[config.mk]
export PLATFORM = sky130hd
export DESIGN_NAME = pcm_cell
export DESIGN_NICKNAME = d
export VERILOG_FILES = /design/src/rtl/pcm_pkg.sv /design/src/rtl/pcm_cell.sv
export SDC_FILE = /design/constraint.sdc
export NUM_CORES = 1
export LEC_CHECK = 0
export ABC_AREA = 1
export BUFFER_PORTS_ARGS = -buffer_cell sky130_fd_sc_hd__buf_2
export CELL_PAD_IN_SITES_DETAIL_PLACEMENT = 0
export CELL_PAD_IN_SITES_GLOBAL_PLACEMENT = 1
export CORE_UTILIZATION = 43
export DETAILED_ROUTE_END_ITERATION = 12
export MAX_ROUTING_LAYER = met4
export PLACE_DENSITY_LB_ADDON = 0.1
export SYNTH_ARGS = -nofsm -noshare
export SYNTH_HDL_FRONTEND = slang
export SYNTH_SLANG_ARGS = --single-unit
[constraint.sdc]
create_clock -name clk_i -period 6.7 [get_ports clk_i]
set_clock_uncertainty 0.05 [all_clocks]
set_input_delay 1.005 -clock clk_i [delete_from_list [all_inputs] [get_ports clk_i]]
set_output_delay 1.005 -clock clk_i [all_outputs]
set_load 0.02 [all_outputs]
[src/rtl/pcm_pkg.sv]
// pcm_pkg: shared types, constants and colour pack/unpack functions of the
// palette colour mapper. No dependencies; used by pcm_cell and the top level.
`default_nettype none

package pcm_pkg;

  // palette slots reachable by a load, and default palette depth
  localparam int PCM_SLOTS         = 256;
  localparam int PCM_PALETTE_DEPTH = 256;

  // field widths
  localparam int PCM_IDX_W   = 8;   // palette slot index
  localparam int PCM_CNT_W   = 9;   // palette entry count
  localparam int PCM_SCORE_W = 11;  // weighted distance, at most 1275
  localparam int PCM_FMT_W   = 5;
  localparam int PCM_WORD_W  = 32;

  // palette index reported when no palette is in use (-1 in 9 bits)
  localparam logic [PCM_CNT_W-1:0] PCM_IDX_NONE = '1;

  // configuration register indexes
  localparam logic PCM_REG_FORMAT = 1'b0;
  localparam logic PCM_REG_COUNT  = 1'b1;

  // item opcodes
  typedef enum logic [1:0] {
    OP_LOAD     = 2'd0,
    OP_MAP_ARGB = 2'd1,
    OP_MAP_RAW  = 2'd2
  } pcm_op_e;

  // controller states
  typedef enum logic [1:0] {
    ST_IDLE,
    ST_LOOKUP,
    ST_SCAN,
    ST_DONE
  } pcm_state_e;

  // pixel format codes
  typedef enum logic [PCM_FMT_W-1:0] {
    FMT_INT_ARGB8888 = 5'd0,
    FMT_INT_BGRA8888 = 5'd1,
    FMT_INT_BGRX8888 = 5'd2,
    FMT_INT_BGR888   = 5'd3,
    FMT_INT_RGBX8888 = 5'd4,
    FMT_INT_RGB888   = 5'd5,
    FMT_BYTE3_RGB888 = 5'd6,
    FMT_BYTE3_BGR888 = 5'd7,
    FMT_ARGB4444     = 5'd8,
    FMT_RGB565       = 5'd9,
    FMT_RGB555       = 5'd10,
    FMT_ABGR1555     = 5'd11,
    FMT_INDEXED65536 = 5'd12,
    FMT_INDEXED256   = 5'd13,
    FMT_INDEXED4     = 5'd14,
    FMT_INDEXED2     = 5'd15,
    FMT_INDEXED1     = 5'd16
  } pcm_fmt_e;

  // token handed from cell to cell along the palette chain
  typedef struct packed {
    logic                   vld;
    logic                   lookup;     // fetch pass rather than search pass
    logic [PCM_IDX_W-1:0]   target;     // slot fetched by a fetch pass
    logic [PCM_WORD_W-1:0]  word;       // ARGB colour being mapped
    logic [2:0]             wmask;      // red/green/blue weigh 1 when set
    logic                   exact;
    logic [PCM_IDX_W-1:0]   best_idx;
    logic [PCM_SCORE_W-1:0] best_score;
  } pcm_token_t;

  // palette write broadcast to all cells
  typedef struct packed {
    logic                  we;
    logic [PCM_IDX_W-1:0]  idx;
    logic [PCM_WORD_W-1:0] data;
  } pcm_load_t;

  // channels that are maximal in the colour weigh 1, the rest 2
  function automatic logic [2:0] pcm_weights(input logic [PCM_WORD_W-1:0] w);
    logic [7:0] r, g, b;
    r = w[23:16];
    g = w[15:8];
    b = w[7:0];
    return {(r >= g) && (r >= b), (g >= r) && (g >= b), (b >= r) && (b >= g)};
  endfunction

  // raw pixel to ARGB word, by format
  function automatic logic [PCM_WORD_W-1:0] pcm_decode(input logic [PCM_FMT_W-1:0] fmt,
                                                      input logic [PCM_WORD_W-1:0] v);
    logic [PCM_WORD_W-1:0] w;
    w = '0;
    case (fmt) inside
      FMT_INT_ARGB8888: w = v;
      FMT_INT_BGRA8888: w = {v[7:0], v[15:8], v[23:16], v[31:24]};
      FMT_INT_BGRX8888: w = {8'hFF, v[15:8], v[23:16], v[31:24]};
      FMT_INT_BGR888, FMT_BYTE3_BGR888: w = {8'hFF, v[7:0], v[15:8], v[23:16]};
      FMT_INT_RGB888, FMT_BYTE3_RGB888: w = {8'hFF, v[23:16], v[15:8], v[7:0]};
      FMT_INT_RGBX8888: w = {8'hFF, v[31:24], v[23:16], v[15:8]};
      FMT_ARGB4444: w = {v[15:12], v[15:12], v[11:8], v[11:8],
                         v[7:4], v[7:4], v[3:0], v[3:0]};
      FMT_RGB565: w = {8'hFF, v[15:11], 3'b000, v[10:5], 2'b00, v[4:0], 3'b000};
      FMT_RGB555: w = {8'hFF, v[14:10], 3'b000, v[9:5], 3'b000, v[4:0], 3'b000};
      default: w = '0;
    endcase
    return w;
  endfunction

  // ARGB word and palette index to packed pixel, by format
  function automatic logic [PCM_WORD_W-1:0] pcm_pack(input logic [PCM_FMT_W-1:0] fmt,
                                                    input logic [PCM_WORD_W-1:0] w,
                                                    input logic [PCM_CNT_W-1:0]  idx);
    logic [7:0] a, r, g, b;
    logic [PCM_WORD_W-1:0] ix;
    logic [PCM_WORD_W-1:0] p;
    a  = w[31:24];
    r  = w[23:16];
    g  = w[15:8];
    b  = w[7:0];
    ix = {{(PCM_WORD_W-PCM_CNT_W){idx[PCM_CNT_W-1]}}, idx};
    p  = '0;
    case (fmt)
      FMT_INT_ARGB8888: p = w;
      FMT_INT_BGRA8888: p = {b, g, r, a};
      FMT_INT_BGRX8888: p = {b, g, r, 8'hFF};
      FMT_INT_BGR888:   p = {8'hFF, b, g, r};
      FMT_INT_RGBX8888: p = {r, g, b, 8'hFF};
      FMT_INT_RGB888:   p = {8'hFF, w[23:0]};
      FMT_BYTE3_RGB888: p = {8'h00, r, g, b};
      FMT_BYTE3_BGR888: p = {8'h00, b, g, r};
      FMT_ARGB4444:     p = {16'h0000, a[7:4], r[7:4], g[7:4], b[7:4]};
      FMT_RGB565:       p = {16'h0000, r[7:3], g[7:2], b[7:3]};
      FMT_RGB555:       p = {17'h00000, r[7:3], g[7:3], b[7:3]};
      FMT_ABGR1555:     p = {16'h0000, a[7], b[7:3], g[7:3], r[7:3]};
      FMT_INDEXED65536: p = {16'h0000, ix[15:0]};
      FMT_INDEXED256:   p = {24'h000000, ix[7:0]};
      FMT_INDEXED4:     p = {28'h0000000, ix[3:0]};
      FMT_INDEXED2:     p = {30'h00000000, ix[1:0]};
      FMT_INDEXED1:     p = {31'h00000000, ix[0]};
      default:          p = '0;
    endcase
    return p;
  endfunction

endpackage

`default_nettype wire

[src/rtl/pcm_cell.sv]
// pcm_cell: one palette slot of the search chain; holds one palette word and
// registers the travelling token each cycle. Depends on pcm_pkg.
`default_nettype none

module pcm_cell
  import pcm_pkg::*;
#(
  parameter int CELL_ID = 0
) (
  input  logic                 clk_i,
  input  logic                 rst_ni,
  input  pcm_load_t            load_i,
  input  logic [PCM_CNT_W-1:0] active_n_i,
  input  pcm_token_t           tok_i,
  output pcm_token_t           tok_o
);

  localparam logic [PCM_IDX_W-1:0] MyIdx = PCM_IDX_W'(CELL_ID);
  localparam logic [PCM_CNT_W-1:0] MyPos = PCM_CNT_W'(CELL_ID);

  logic [PCM_WORD_W-1:0]  entry_q;
  pcm_token_t             tok_d, tok_q;
  logic [7:0]             dr, dg, db;
  logic [8:0]             sr, sg, sb;
  logic [PCM_SCORE_W-1:0] score;

  function automatic logic [7:0] absdiff(input logic [7:0] x, input logic [7:0] y);
    return (x >= y) ? x - y : y - x;
  endfunction

  // palette word, written by a load to this slot
  always_ff @(posedge clk_i) begin
    if (load_i.we && (load_i.idx == MyIdx)) begin
      entry_q <= load_i.data;
    end
  end

  // weighted distance of this entry from the token colour
  always_comb begin
    dr    = absdiff(entry_q[23:16], tok_i.word[23:16]);
    dg    = absdiff(entry_q[15:8], tok_i.word[15:8]);
    db    = absdiff(entry_q[7:0], tok_i.word[7:0]);
    sr    = tok_i.wmask[2] ? {1'b0, dr} : {dr, 1'b0};
    sg    = tok_i.wmask[1] ? {1'b0, dg} : {dg, 1'b0};
    sb    = tok_i.wmask[0] ? {1'b0, db} : {db, 1'b0};
    score = PCM_SCORE_W'(sr) + PCM_SCORE_W'(sg) + PCM_SCORE_W'(sb);
  end

  // fetch or compare, then hand on
  always_comb begin
    tok_d = tok_i;
    if (tok_i.vld) begin
      if (tok_i.lookup) begin
        if (tok_i.target == MyIdx) begin
          tok_d.word = entry_q;
        end
      end else if ((MyPos < active_n_i) && !tok_i.exact) begin
        if (entry_q[23:0] == tok_i.word[23:0]) begin
          tok_d.exact    = 1'b1;
          tok_d.best_idx = MyIdx;
        end else if (score < tok_i.best_score) begin
          tok_d.best_idx   = MyIdx;
          tok_d.best_score = score;
        end
      end
    end
  end

  // token register, only the valid bit is cleared by reset
  always_ff @(posedge clk_i or negedge rst_ni) begin
    if (!rst_ni) begin
      tok_q.vld <= 1'b0;
    end else begin
      tok_q <= tok_d;
    end
  end

  assign tok_o = tok_q;

endmodule

`default_nettype wire

# After elaboration in Yosys (flattened, before gate mapping)
# Index checks and enable logic that the tools add are counted.
[totals]
reg_bits = 97
input_bits = 117
[op_classes]
reduce_logical = 5
n_addsub = 8
mux = 16
n_eq_ne = 1
n_lt_le_gt_ge = 5
[op_table]
columns = ["operator", "n"]
rows = [
  ["$mux W32", 3],
  ["$mux W20", 3],
  ["$sub A8 B8 Y8", 6],
  ["$mux W8", 4],
  ["$mux W9", 3],
  ["$eq A24 B24 Y1", 1],
  ["$ge A8 B8 Y1", 3],
  ["$mux W19", 1],
  ["$logic_not A8 Y1", 2],
  ["$add A10 B9 Y11", 1],
  ["$lt A11 B11 Y1", 1],
  ["$mux W11", 1],
  ["$add A9 B9 Y10", 1],
  ["$lt A1 B9 Y1 const A", 1],
  ["$logic_and A1 B1 Y1", 2],
  ["$logic_not A1 Y1", 1],
  ["$mux W1", 1],
]

# Longest topological paths before layout
# Gate-level depths: netlist (run 1).
[logic_depth]
depth_word = 11
depth_mapped = 35
depth_no_buf = 33

# Least setup slack after synthesis (run 1)
# OpenSTA, ideal clock, no wires.
[synth_path]
path_type = "input port to flip-flop"
startpoint = "in tok_i[39] in the netlist's numbering"
endpoint = "reg tok_q (netlist bit tok_o[10]) (data pin)"
arrival_ns = 4.855
required_ns = 6.397
cell_stages = 29
path_slack_ns = 1.542
cell_sequence = "ha_1 inv_1 fa_1 a21oi_2 nor2_1 nor2_2 nand2_1 nand3_1 nand2_1 fa_1 inv_1 ha_1 inv_1 fa_1 inv_1 nand3_1 nand2_1 nand2_1 nand3_1 nand2_1 ha_1 nand2_1 nor2_1 nand3_1 nand3_1 nor2_1 buf_2 nand3_1 nand2_1"
[synth_rtl]
columns = ["element", "line", "text"]
rows = [
  ["start, declared", "pcm_cell.sv:14", "input pcm_token_t tok_i,"],
  ["end signal, assigned", "pcm_cell.sv:74", "tok_q <= tok_d;"],
  ["end, declared", "pcm_cell.sv:22", "pcm_token_t tok_d, tok_q;"],
]

==> flow_summary_export.csv, run 1 <==
group,metric,value,unit
power_and_ir_drop,leakagePower,4.812,nW
power_and_ir_drop,peakVddDrop,131.9,uV
global_routing,grt.overflow.total,0,
run,maxCapViolCount,0,
setup_path,crit_path_max_fanout,11,
setup_path,critical_path_buf_inv_count,7,
routing,wirelength,17390,um
timing,hold_viol_final,0,
floorplan,die_w,133.1,um
setup_path,cp_slowest_stage_delay,0.55,ns
timing,finalCritPeriodShare,0.8533,
timing,setup-tns-final,0,ns
finish,layout_common_cells,"335 x nand2_1, 181 x buf_2, 175 x inv_1",
cts,cts_tree,"built",
worst_hold_path,hold_class,"reg2reg",
floorplan,fp.dieArea,0.01773,sq mm
finish,fin_area,0.008860,sq mm
cts,cts_resized,0,
synthesis,synthesis.nets,1150,
global_routing,grt_max_degree,65,
setup_path,path_class,"in2reg",
setup_path,worst_ep_arrival_time,5.90,ns
placed_design,hpwlAfterDp,14220,um
cts,clk_pin_slew,0.08,ns
cts,hold_buffers,0,
synthesis,synth-seq-cells,97,
placed_design,place_area,0.008519,sq mm
global_routing,antenna_found_initial,1,
setup_path,cp_top_family,"simple AND/OR/NAND/NOR gates",
finish,fillerInstances,1693,
global_routing,grt_use_total,0.2145,
timing,rsz0062_at_grt,"false",
synthesis,synth-seq-area-share,0.3932,
finish,stdcell_count,1357,
finish,multi_input_area,0.003729,sq mm
synthesis,synth_top_cell_by_area,"edfxtp_1",
floorplan,rows,47,
synthesis,synth_edf_count,96,
placed_design,place_congestion,0.8681,
cts,htree_levels,3,
synthesis,synth_flop_cell,"edfxtp_1",
routing,final_antenna_net_count,0,
global_routing,grt_pass1_wl,29170,um
setup_path,worstPathRequired,6.88,ns
routing,drc_errors,0,
global_routing,grt_pass1_vias,6177,
setup_path,endpoint_kind,"flip-flop",
timing,period_minus_slack,5.717,ns
setup_path,startpoint_type,"primary input",
floorplan,initial_core_util,0.4428,
synthesis,synth_top_area_frac,0.3898,
cts,cts_buffer_depth,2,
finish,drive_gt1_frac,0.1928,
routing,vias,6375,
routing,wire_per_inst,12.82,um
timing,finalMaxSlewViolations,0,
floorplan,core,0.01670,sq mm
setup_path,cp_common_cell,"nand2_1",
finish,nets,1327,
synthesis,syn_area_per_cell,7.752,sq um
synthesis,synth_area,0.007396,sq mm
placed_design,port_buffers,181,
synthesis,yosys_warnings,0,
cts,cts_buffers,9,
cts,worstSkewPairLatency,0.36,ns
timing,slew_headroom,0.4653,
cts,cts.sinks,97,
finish,area_growth,19.79,%
routing,drt_iter0_markers,335,
synthesis,netlist_instances,954,
run_status,outcome,"finished, final reports clean",
timing,setup_violations,0,
synthesis,ys_top_cells_by_area,"edfxtp_1 39%, nand2_1 17%, ha_1 11%, inv_1 8.9%, nand3_1 4.9%",
synthesis,synth-async-reset-ratio,0.01031,
finish,regArea,0.002908,sq mm
finish,final_common_cell,"nand2_1",
placed_design,dp.cells,1340,
synthesis,synth.distinct_cells,37,
routing,dr.pass1.iters,5,
timing,worst_pin_slew,0.8021,ns
timing,fmax,174.9,MHz
routing,via_per_inst,4.698,
floorplan,die_h,133.1,um
setup_path,r2r_slack,1.21,ns
power_and_ir_drop,p_per_area,221.8,mW/mm^2
setup_path,cp_slowest_cell,"nor2_1",
floorplan,ioPinCount,182,
cts,clockRootBuffer,"clkbuf_16",
cts,post-cts-setup-buffer-count,0,
==> kinds of logic after synthesis <==
group           Yosys count  share of synthesized area
compound gates           71                    0.05244
xor+xnor                 21                    0.02487
fa+ha+maj                79                     0.1499
buf+inv                 198                     0.1035
flops                    97                     0.3932
simple gates            488                     0.2761
==> where the power goes <==
part	leakage, nW	total, mW	internal (mW)	switching [mW]
Combinational	3.72	0.680	0.253	0.427
Clock	0.161	0.570	0.304	0.265
Sequential	0.927	0.716	0.708	0.00737
Total	4.81	1.97	1.27	0.699
==> cell type report <==
cell class,count,area share
Multi-Input combinational cell,659,0.4208
Clock inverter,7,0.01271
Antenna cell,1,0.0002824
Inverter,179,0.07584
Sequential cell,97,0.3282
Tap cell,220,0.03107
Timing Repair Buffer,185,0.1056
Clock buffer,9,0.02542
==> layer usage <==
metal / share of wire / vias to the layer above / track usage
met5: 0 / - / -
met2: 0.46 / 164 / 0.3493
met3: 0.050 / 12 / 0.03349
met1: 0.47 / 2832 / 0.2753
li1: - / 3367 / -
met4: 0.012 / 0 / 0.06566
==> worst reg2reg max path, delay by kind of cell (launching register included) <==
family,cells,cell delay (ns)
buf+inv,7,0.50
flops,1,0.43
compound gates,1,0.18
fa+ha+maj,6,1.93
simple gates,17,2.26
==> state kept, by name (all words and copies together), names as in the netlist <==
signal,count
entry_q,32
tok_o,65
==> per-stage QoR <==
| stage | worst slack (ns) | hold WS (ns) | power (mW) | util |
|---|---|---|---|---|
| detailed placement | 0.5534 | 0.5286 | 1.414 | 0.5101 |
| finish | 0.9832 | 0.5507 | 1.965 | 0.5305 |
| CTS | 0.9402 | 0.5481 | 1.989 | 0.5303 |
| floorplan | 1.542 | 0.5113 | 1.225 | - |
| global route | 0.3744 | 0.5945 | 2.113 | 0.5305 |
| global placement | 0.6206 | 0.5177 | 1.409 | 0.5101 |
==> cells in the mapped netlist (2+ instances only) <==
master and number:
nand4_1 14, nand2_2 2, a21o_1 2, a21oi_1 26
nand3_1 72, nand3_2 2, nor3_1 2, inv_1 175
ha_1 63, xnor2_1 6, nor4_1 3, o21ai_0 37
nor2_1 47, nor2_2 4, buf_2 8, nor2_4 2
clkinv_1 3, fa_1 16, o21bai_1 2, nand2_1 335
xor2_1 15, clkbuf_1 8, edfxtp_1 96
==> path summary, 6_finish.rpt <==
| check | startpoint | to | cells past startpoint |
|---|---|---|---|
| hold / removal | entry_q[25]$_DFFE_PP_ | tok_o[48]$_DFFE_PP_ | 2 |
| hold reg to reg | entry_q[25]$_DFFE_PP_ | tok_o[48]$_DFFE_PP_ | 2 |
| setup / recovery | tok_i[31] | tok_o[9]$_DFFE_PP_ | 31 |
| min in group asynchronous | rst_ni | tok_o[64]$_DFF_PN0_ | 2 |
| setup reg to reg | entry_q[8]$_DFFE_PP_ | tok_o[9]$_DFFE_PP_ | 31 |
| max in group asynchronous | rst_ni | tok_o[64]$_DFF_PN0_ | 2 |
No activity file was read; power rests on OpenSTA's default activity.
==> run 2: changes to the inputs <==
--- a/config.mk
+++ b/config.mk
@@ -15,2 +15,3 @@
 export PLACE_DENSITY_LB_ADDON = 0.1
+export RECOVER_POWER = 50
 export SYNTH_ARGS = -nofsm -noshare
--- a/constraint.sdc
+++ b/constraint.sdc
@@ -4,2 +4,2 @@
 set_output_delay 1.005 -clock clk_i [all_outputs]
-set_load 0.02 [all_outputs]
+set_load 0.005 [all_outputs]
==> run 2 against run 1 <==
Compared with the run above: the flow now finishes with violations (max-capacitance violations, max-slew violations); via count decreased by 0.16%; sequential share of layout area increased by 0.18 points; sequential power about the same; core utilization shrank 0.29 points; clock power hardly changed; wire length rose by 0.14%; count of clock-buffer cells in the layout did not move; combinational power down 6.3%; flip-flop and latch count unchanged; largest power group unchanged; global-route usage unchanged.
==> flow_summary_export.csv, run 2 (synthesis results as in run 1) <==
group,metric,value,unit
run_status,outcome,"complete, but fails checks",
run_status,violations,"max-capacitance violations, max-slew violations",
setup_path,cp_top_family,"simple AND/OR/NAND/NOR gates",
cts,cts_resized,0,
finish,largest_reg_flops,65,
finish,stdcell_count,1357,
cts,hold_buffers,0,
cts,cts.sinks,97,
setup_path,cp_common_cell,"nand2_1",
timing,worst_pin_slew,2.004,ns
finish,nets,1327,
setup_path,worstPathRequired,6.88,ns
placed_design,port_buffers,181,
routing,via_per_inst,4.690,
timing,setup_violations,0,
setup_path,worst_ep_arrival_time,5.91,ns
floorplan,rows,47,
routing,wire_per_inst,12.84,um
setup_path,endpoint_kind,"flip-flop",
power_and_ir_drop,leakagePower,4.727,nW
timing,fmax,174.7,MHz
run,maxCapViolCount,2,
floorplan,ioPinCount,182,
setup_path,path_class,"in2reg",
routing,vias,6365,
finish,fillerInstances,1715,
setup_path,cp_slowest_stage_delay,0.55,ns
global_routing,antenna_found_initial,1,
power_and_ir_drop,peakVddDrop,132.6,uV
setup_path,rr_worst_depth,31,
cts,clockRootBuffer,"clkbuf_16",
floorplan,die_h,133.1,um
cts,htree_levels,3,
routing,final_antenna_net_count,0,
cts,worstSkewPairLatency,0.36,ns
routing,dr.pass1.iters,5,
finish,area_growth,19.13,%
setup_path,startpoint_type,"primary input",
setup_path,r2r_start,"entry_q[8]$_DFFE_PP_",
global_routing,grt_max_degree,65,
setup_path,crit_path_max_fanout,11,
routing,drt_iter0_markers,306,
worst_hold_path,hold_end,"tok_o[48]$_DFFE_PP_",
cts,cts_buffer_depth,2,
setup_path,regToRegEndpoint,"tok_o[9]$_DFFE_PP_",
timing,slew_headroom,-0.3361,
global_routing,grt_pass1_wl,29170,um
finish,layout_common_cells,"335 x nand2_1, 175 x inv_1, 153 x buf_2",
finish,drive_gt1_frac,0.1655,
placed_design,place_congestion,0.8681,
routing,drc_errors,0,
timing,finalCritPeriodShare,0.8545,
placed_design,hpwlAfterDp,14220,um
cts,clk_pin_slew,0.08,ns
floorplan,fp.dieArea,0.01773,sq mm
worst_hold_path,hold_class,"reg2reg",
timing,rsz0062_at_grt,"false",
power_and_ir_drop,p_per_area,218.3,mW/mm^2
placed_design,dp.cells,1340,
setup_path,cp_slowest_cell,"nor2_1",
worst_hold_path,hold_start,"entry_q[25]$_DFFE_PP_",
timing,setup-tns-final,0,ns
timing,finalMaxSlewViolations,68,
global_routing,grt.overflow.total,0,
global_routing,grt_pass1_vias,6177,
cts,post-cts-setup-buffer-count,0,
timing,period_minus_slack,5.725,ns
global_routing,grt_use_total,0.2145,
cts,cts_buffers,9,
timing,hold_viol_final,0,
routing,wirelength,17420,um
setup_path,r2r_slack,1.20,ns
worst_hold_path,hold_depth,2,
setup_path,critical_path_buf_inv_count,7,
floorplan,initial_core_util,0.4428,
floorplan,core,0.01670,sq mm
cts,cts_tree,"built",
floorplan,die_w,133.1,um
finish,final_common_cell,"nand2_1",
-- run 2: where the power goes --
part	internal (mW)	switching, mW	total (mW)
logic	0.249	0.388	0.637
registers	0.709	0.00764	0.717
clock network	0.304	0.266	0.570
-- run 2: layout make-up --
class                   count  area [sq um]  area share
diodes                      1         2.502   0.0002840
clock buffers               9         225.2     0.02556
clock inverters             7         112.6     0.01278
inverters                 179         671.9     0.07626
multi-input cells         659          3722      0.4225
flip-flops and latches     97          2908      0.3300
well taps                 220         275.3     0.03124
repair buffers            185         893.4      0.1014
-- run 2: worst max path at each step --
stage               from             endpoint  slack [ns]  depth (start not counted)
5_1_grt        tok_i[37]   tok_o[3]$_DFFE_PP_        0.37                         32
4_1_cts        tok_i[31]   tok_o[3]$_DFFE_PP_        0.94                         31
3_5_place_dp   tok_i[31]   tok_o[3]$_DFFE_PP_        0.55                         31
6_report       tok_i[31]   tok_o[9]$_DFFE_PP_        0.97                         31
2_1_floorplan  tok_i[39]  tok_o[10]$_DFFE_PP_        1.54                         29
3_3_place_gp   tok_i[31]  tok_o[10]$_DFFE_PP_        0.62                         31
-- run 2: metrics by stage --
stage	power, mW	hold slack (ns)	setup WS, ns	cell area (sq um)	util
6_report	1.923	0.5515	0.9746	8811	0.5276
5_1_grt	2.071	0.5945	0.3666	8811	0.5276
4_1_cts	1.950	0.5481	0.9402	8857	0.5303
3_5_place_dp	1.375	0.5286	0.5534	8519	0.5101
3_3_place_gp	1.370	0.5177	0.6206	8519	0.5101
2_1_floorplan	1.184	0.5113	1.542	7396	-
-- run 2: layer usage --
metal / routed length, um / up-vias / GRT usage
li1: - / 3366 / -
met1: 8190 / 2829 / 0.2753
met2: 8077 / 157 / 0.3493
met3: 924 / 13 / 0.03349
met4: 226 / 0 / 0.06566
met5: 0 / - / -
-- run 2: tightest hold or removal path: cells and delay by family, from the launching register on --
kind                   cells  cell delay (ns)
AOI/OAI and AO/OA          1             0.14
buffers and inverters      1             0.03
DFF                        1             0.32
